### src/hdl/terq_pkg.sv
// Shared types and status codes for the timed event replay queue.
package terq_pkg;

    typedef enum logic [2:0] {
        ST_PUSHED   = 3'd0,
        ST_DROPPED  = 3'd1,
        ST_EMPTY    = 3'd2,
        ST_WAIT     = 3'd3,
        ST_RELEASED = 3'd4
    } t_status;

    typedef struct packed {
        logic signed [31:0] stamp;
        logic               is_reset;
        logic        [31:0] payload;
    } t_entry;

    localparam logic [30:0] DELAY_MAX = 31'h7FFF_FFFF;

endpackage

### src/hdl/timed_event_replay_queue.sv
// Top level of the timed event replay queue: event FIFO, head prefetch and replay timing.
//
// Throughput: one request per clock cycle; busy never rises, so any request is taken at once.
// A request passes the input register, then the result register, and the result strobe
// rises from the latter; the stage between them reads the prefetched queue head.
// Reset: synchronous, active low; clears pointers, count, both time bases (to unset) and the
// pipeline valid flags. The queue memory is not cleared and needs no clearing pass.
// The receiver cannot stall: each result is shown for exactly one cycle.
module timed_event_replay_queue #(
    parameter int QUEUE_DEPTH = 16
) (
    input  logic               i_clk,
    input  logic               i_rst_n,
    input  logic               i_start,
    output logic               o_busy,
    input  logic               i_action,
    input  logic signed [31:0] i_now_time,
    input  logic signed [31:0] i_event_stamp,
    input  logic               i_event_is_reset,
    input  logic        [31:0] i_event_payload,
    output logic               o_valid,
    output logic        [2:0]  o_status,
    output logic        [30:0] o_wait_delay,
    output logic signed [31:0] o_out_stamp,
    output logic               o_out_is_reset,
    output logic        [31:0] o_out_payload
);

    localparam int PTR_W = (QUEUE_DEPTH > 1) ? $clog2(QUEUE_DEPTH) : 1;
    localparam int CNT_W = $clog2(QUEUE_DEPTH + 1);
    localparam logic [PTR_W-1:0] PTR_LAST = PTR_W'(QUEUE_DEPTH - 1);
    localparam logic [CNT_W-1:0] CNT_FULL = CNT_W'(QUEUE_DEPTH);

    // The block has no multi-cycle work, so it never holds a request off.
    assign o_busy = 1'b0;

    // Input register: the accepted request waits here while the queue head is read from memory.
    logic               r_in_valid;
    logic               r_in_action;
    logic signed [31:0] r_in_now;
    terq_pkg::t_entry   r_in_entry;

    always_ff @(posedge i_clk) begin
        if (!i_rst_n) begin
            r_in_valid <= 1'b0;
        end else begin
            r_in_valid <= i_start && !o_busy;
        end
    end

    always_ff @(posedge i_clk) begin
        r_in_action           <= i_action;
        r_in_now              <= i_now_time;
        r_in_entry.stamp      <= i_event_stamp;
        r_in_entry.is_reset   <= i_event_is_reset;
        r_in_entry.payload    <= i_event_payload;
    end

    // Queue control state and time bases.
    logic        [PTR_W-1:0] r_head, n_head;
    logic        [PTR_W-1:0] r_tail, n_tail;
    logic        [CNT_W-1:0] r_count, n_count;
    logic signed [31:0]      r_time_base, n_time_base;
    logic signed [31:0]      r_motion_start, n_motion_start;

    // Queue memory. The read port always looks at the head that the next cycle will
    // use; a write to that same entry in this cycle is forwarded around the memory.
    terq_pkg::t_entry mem [QUEUE_DEPTH];
    terq_pkg::t_entry r_rd_data;
    terq_pkg::t_entry r_fwd_data;
    logic             r_fwd;
    logic             wr_en;
    terq_pkg::t_entry head_entry;

    always_ff @(posedge i_clk) begin
        if (wr_en) begin
            mem[r_tail] <= r_in_entry;
        end
        r_rd_data  <= mem[n_head];
        r_fwd_data <= r_in_entry;
        r_fwd      <= wr_en && (r_tail == n_head);
    end

    assign head_entry = r_fwd ? r_fwd_data : r_rd_data;

    // Execute stage: all the work for one request, between the input and result registers.
    logic                 is_full;
    logic                 is_empty;
    logic signed [31:0]   ms_eff;
    logic signed [31:0]   tb_eff;
    logic signed [31:0]   elapsed;
    logic signed [31:0]   offset;
    logic        [32:0]   diff;
    logic                 due;
    terq_pkg::t_status    res_status;
    logic        [30:0]   res_delay;
    logic                 res_head;

    always_comb begin
        is_full  = (r_count == CNT_FULL);
        is_empty = (r_count == '0);

        // An unset base (zero or negative) is captured on a poll that finds an event.
        ms_eff = (r_motion_start[31] || (r_motion_start == '0)) ? r_in_now : r_motion_start;
        tb_eff = (r_time_base[31] || (r_time_base == '0)) ? head_entry.stamp : r_time_base;

        elapsed = r_in_now - ms_eff;
        offset  = head_entry.stamp - tb_eff;
        due     = (elapsed >= offset);
        diff    = {offset[31], offset} - {elapsed[31], elapsed};

        n_head         = r_head;
        n_tail         = r_tail;
        n_count        = r_count;
        n_time_base    = r_time_base;
        n_motion_start = r_motion_start;
        wr_en          = 1'b0;
        res_status     = terq_pkg::ST_PUSHED;
        res_delay      = '0;
        res_head       = 1'b0;

        if (r_in_valid) begin
            if (!r_in_action) begin
                if (is_full) begin
                    res_status = terq_pkg::ST_DROPPED;
                end else begin
                    wr_en      = 1'b1;
                    n_tail     = (r_tail == PTR_LAST) ? '0 : r_tail + 1'b1;
                    n_count    = r_count + 1'b1;
                    res_status = terq_pkg::ST_PUSHED;
                end
            end else if (is_empty) begin
                res_status = terq_pkg::ST_EMPTY;
            end else begin
                res_head       = 1'b1;
                n_time_base    = tb_eff;
                n_motion_start = ms_eff;
                if (due) begin
                    if (head_entry.is_reset) begin
                        n_time_base    = head_entry.stamp;
                        n_motion_start = r_in_now;
                    end
                    n_head     = (r_head == PTR_LAST) ? '0 : r_head + 1'b1;
                    n_count    = r_count - 1'b1;
                    res_status = terq_pkg::ST_RELEASED;
                end else begin
                    // The difference is positive here and may exceed the 31-bit range.
                    res_delay  = (diff[32:31] != 2'b00) ? terq_pkg::DELAY_MAX : diff[30:0];
                    res_status = terq_pkg::ST_WAIT;
                end
            end
        end
    end

    always_ff @(posedge i_clk) begin
        if (!i_rst_n) begin
            r_head         <= '0;
            r_tail         <= '0;
            r_count        <= '0;
            r_time_base    <= -32'sd1;
            r_motion_start <= -32'sd1;
        end else begin
            r_head         <= n_head;
            r_tail         <= n_tail;
            r_count        <= n_count;
            r_time_base    <= n_time_base;
            r_motion_start <= n_motion_start;
        end
    end

    // Result register: one strobed result per request.
    logic               r_out_valid;
    terq_pkg::t_status  r_out_status;
    logic        [30:0] r_out_delay;
    terq_pkg::t_entry   r_out_entry;

    always_ff @(posedge i_clk) begin
        if (!i_rst_n) begin
            r_out_valid <= 1'b0;
        end else begin
            r_out_valid <= r_in_valid;
        end
    end

    always_ff @(posedge i_clk) begin
        r_out_status <= res_status;
        r_out_delay  <= res_delay;
        r_out_entry  <= res_head ? head_entry : '0;
    end

    assign o_valid        = r_out_valid;
    assign o_status       = r_out_status;
    assign o_wait_delay   = r_out_delay;
    assign o_out_stamp    = r_out_entry.stamp;
    assign o_out_is_reset = r_out_entry.is_reset;
    assign o_out_payload  = r_out_entry.payload;

endmodule

### config.mk
export PLATFORM = sky130hd
export DESIGN_NAME = timed_event_replay_queue
export DESIGN_NICKNAME = d
export VERILOG_FILES = /design/src/hdl/terq_pkg.sv /design/src/hdl/timed_event_replay_queue.sv
export SDC_FILE = /design/constraint.sdc
export NUM_CORES = 2
export LEC_CHECK = 0
export BUFFER_PORTS_ARGS = -buffer_cell sky130_fd_sc_hd__buf_2
export CORE_MARGIN = 10
export CORE_UTILIZATION = 25
export DETAILED_ROUTE_END_ITERATION = 7
export GPL_TIMING_DRIVEN = 0
export PLACE_DENSITY = 0.36
export SLEW_MARGIN = 10
export SYNTH_ARGS = -nofsm -noshare
export SYNTH_HDL_FRONTEND = slang
export SYNTH_SLANG_ARGS = --single-unit
### constraint.sdc
create_clock -name i_clk -period 9.95 [get_ports i_clk]
set_input_delay 1.99 -clock i_clk [delete_from_list [all_inputs] [get_ports i_clk]]
set_output_delay 1.99 -clock i_clk [all_outputs]
set_load 0.005 [all_outputs]
==> flow_summary.toml <==
[detailed_routing]
highest_layer = "met4"
detailedRoute.firstPassIterationCount = 7
first_iter_violations = 2687
wl_um = 215000
ant_nets = 0
wl_met3_um = 9440
drc = 0
wire_per_inst_um = 24.7
vias = 40900
vias_per_cell = 4.72
wl_met1_um = 98100
wl_met2_um = 102000

[global_routing]
antenna_found_initial = 15
grt_start_max_net_pins = 25
grt_pass1_wl_um = 307000
grt_overflow_total = 0
grt_usage_pct = 15.7
grt_pass1_vias = 41600

[critical_path]
critical-path-max-stage-delay_ns = 0.58
critical_path.endpoint = "r_rd_data[26]$_DFF_P_"
crit_path_max_fanout = 10
path_class = "flop to flop"
crit_path_frequent_cell = "buf_4"
critical_path.slowest_cell = "mux2i_4"
worst_ep_arrival_time_ns = 10.29
cp.required_ns = 10.65
reg2reg_slack_ns = 0.36
reg2reg_depth = 31
worst_r2r_endpoint = "r_rd_data[26]$_DFF_P_"
cp-startpoint = "r_fwd$_DFF_P_"
endpoint_kind = "flop"
rr_startpoint = "r_fwd$_DFF_P_"
start_kind = "flop"

[power_and_ir_drop]
p_per_area_mw_per_mm2 = 232
ir_drop_mv = 0.166
power.leakage_uw = 0.0285

[clocking]
clk_latency_ns = 0.84
clockRootBuffer = "clkbuf_16"
cts_buffer_depth = 3
cts_buffers = 172
postCtsHoldBufs = 0
cts_sinks = 1447
htree_num_levels = 4
cts_tree = "built"
clkTransAtPathRegs_ns = 0.06

[sta]
skew_ns = 0.0688
rsz0062_at_grt = "false"
holdWs_ns = 0.460
final.setup.worst_slack_ns = 0.360
tightest_slew_ns = 1.15
fmax_ghz = 0.104
slew_viol_final = 0
finalCritPeriodShare_pct = 96.4
setup_viol_count_final = 0
slew_headroom_pct = 23.2
timing_hold_violations_final = 0
period_minus_slack_ns = 9.59

[worst_hold_path]
hold_class = "flop to flop"
min_from = "r_rd_data[9]$_DFF_P_"

[floorplanning]
core.rowCount = 181
dieArea_sq_mm = 0.265
num_io_pins = 202
core_area_sq_mm = 0.243
fp.dieW_um = 515
die_y_um = 515
initial_core_util_pct = 25.1

[logic_synthesis]
yosys_register_bits = 1447
ys.flop_type = "edfxtp_1"
synth.net_count = 5068
syn_inst = 4863
ys_async_sr_fraction_pct = 0
yosys_warnings = 0
seq_area_frac_synth_pct = 64.4
netlist_area_sq_mm = 0.0612
synth_top_area_cell = "edfxtp_1"
ys_top_cells_by_count = "1040 x edfxtp_1, 407 x dfxtp_1, 393 x inv_1"
yosys-top-cells-area = "edfxtp_1 51%, dfxtp_1 13%, mux2i_1 4.7%"
synth_edf_count = 1040
netlist.area_leader.share_pct = 51.1
syn_avg_cell_area_sq_um = 12.6
yosysMostFrequentCell = "edfxtp_1"
synth_cell_types = 90

[status]
outcome = "completed"

[placed_design]
io_buffers = 199
hpwl_um = 155000
dpl_cell_area_sq_mm = 0.0674
dp_worst_setup_slack_ns = -1.95
gp_congestion = 0.808

[cells_and_area]
multiInputGateArea_sq_mm = 0.0188
nets = 5521
drive_above_1_share_pct = 14.4
final_area_sq_mm = 0.0738
n_fill_cell = 24700
ff_latch_area_sq_mm = 0.0394
area_growth_pct = 20.6

[flow_run]
cap_violations = 0
==> metrics by stage <==
stage               std cells  total power [uW]  util (%)  setup TNS, ns
floorplan                4863              9260         -              0
global placement         8264             10600      27.2        -649.04
detailed placement       8336             10600      27.7        -206.33
CTS                      8664             17400      30.3              0
global route             8670             18000      30.3              0
finish                   8680             17100      30.3              0
==> worst max-delay path, delay by kind of cell, from the launching register on <==
family	cells	cell delay [ns]
xor+xnor	1	0.19
flops	1	0.40
compound gates	12	3.37
mux	1	0.58
buf+inv	7	2.31
fa+ha+maj	2	0.75
simple gates	8	1.78
==> cells by family after synthesis <==
| family | synth area share [%] |
|---|---|
| other cells | 0.00613 |
| mux | 4.83 |
| compound gates | 12.8 |
| buf+inv | 5.26 |
| flops | 64.4 |
| simple gates | 9.17 |
| xor+xnor | 1.35 |
| fa+ha+maj | 2.18 |
==> how the worst min path moves through the flow <==
| stage | end | slack [ns] | cells after the start |
|---|---|---|---|
| finish | o_out_payload[9]$_SDFF_PN0_ | 0.46 | 2 |
| global route | o_out_payload[7]$_SDFF_PN0_ | 0.49 | 2 |
| global placement | o_out_payload[18]$_SDFF_PN0_ | 0.46 | 2 |
| floorplan | r_motion_start[31]$_SDFFE_PN1P_ | 0.43 | 2 |
| CTS | o_out_payload[9]$_SDFF_PN0_ | 0.46 | 2 |
| detailed placement | o_out_payload[16]$_SDFF_PN0_ | 0.45 | 2 |
==> metal layers <==
metal	track usage (%)	vias to the layer above
met3	2.51	263
met1	21.1	20400
met5	0	-
met2	26.5	958
li1	-	19300
met4	3.73	0
==> sequential cells by signal, indices dropped and copies added, names as in the netlist <==
name,flops
o_wait_delay,31
r_fwd_data,65
r_in_now,32
r_in_entry,65
o_out_stamp,32
o_out_is_reset,1
r_time_base,32
o_valid,1
mem,1040
r_in_action,1
r_fwd,1
r_rd_data,65
o_out_payload,32
o_status,3
r_head,4
r_motion_start,32
r_tail,4
r_in_valid,1
r_count,5
==> cell usage in the layout, fill, tap and decap left out, drive strengths merged, types with 105 or more instances in the layout <==
master | synthesis | final
and4 | 263 | 263
buf | 149 | 425
dfxtp | 407 | 407
nor2 | 138 | 138
clkbuf | 228 | 475
inv | 394 | 406
nand2 | 329 | 329
o211ai | 105 | 105
a31oi | 274 | 274
mux2i | 290 | 290
o21ai | 305 | 305
edfxtp | 1040 | 1040
==> repair_timing <==
| item | in CTS | in global routing |
|---|---|---|
| resized for setup | 41 | 31 |
| setup endpoints to repair | 166 | 65 |
| setup buffers | 6 | 4 |
| cloned | 0 | 0 |
| pin swaps | 4 | 2 |
==> layout make-up <==
| class | count | share of cell area [%] |
|---|---|---|
| well taps | 3202 | 5.43 |
| multi-input cells | 2644 | 25.5 |
| diodes | 12 | 0.0407 |
| plain buffers | 375 | 2.44 |
| clock buffers | 244 | 6.81 |
| clock inverters | 80 | 1.43 |
| flip-flops and latches | 1447 | 53.4 |
| repair buffers | 281 | 2.97 |
| inverters | 395 | 2.01 |
==> power breakdown <==
group / switching (uW) / total (uW) / internal (uW)
Clock: 2730 / 6690 / 3960
Sequential: 156 / 6780 / 6620
Combinational: 2360 / 3680 / 1320
Power figures use the tool's default switching activity.
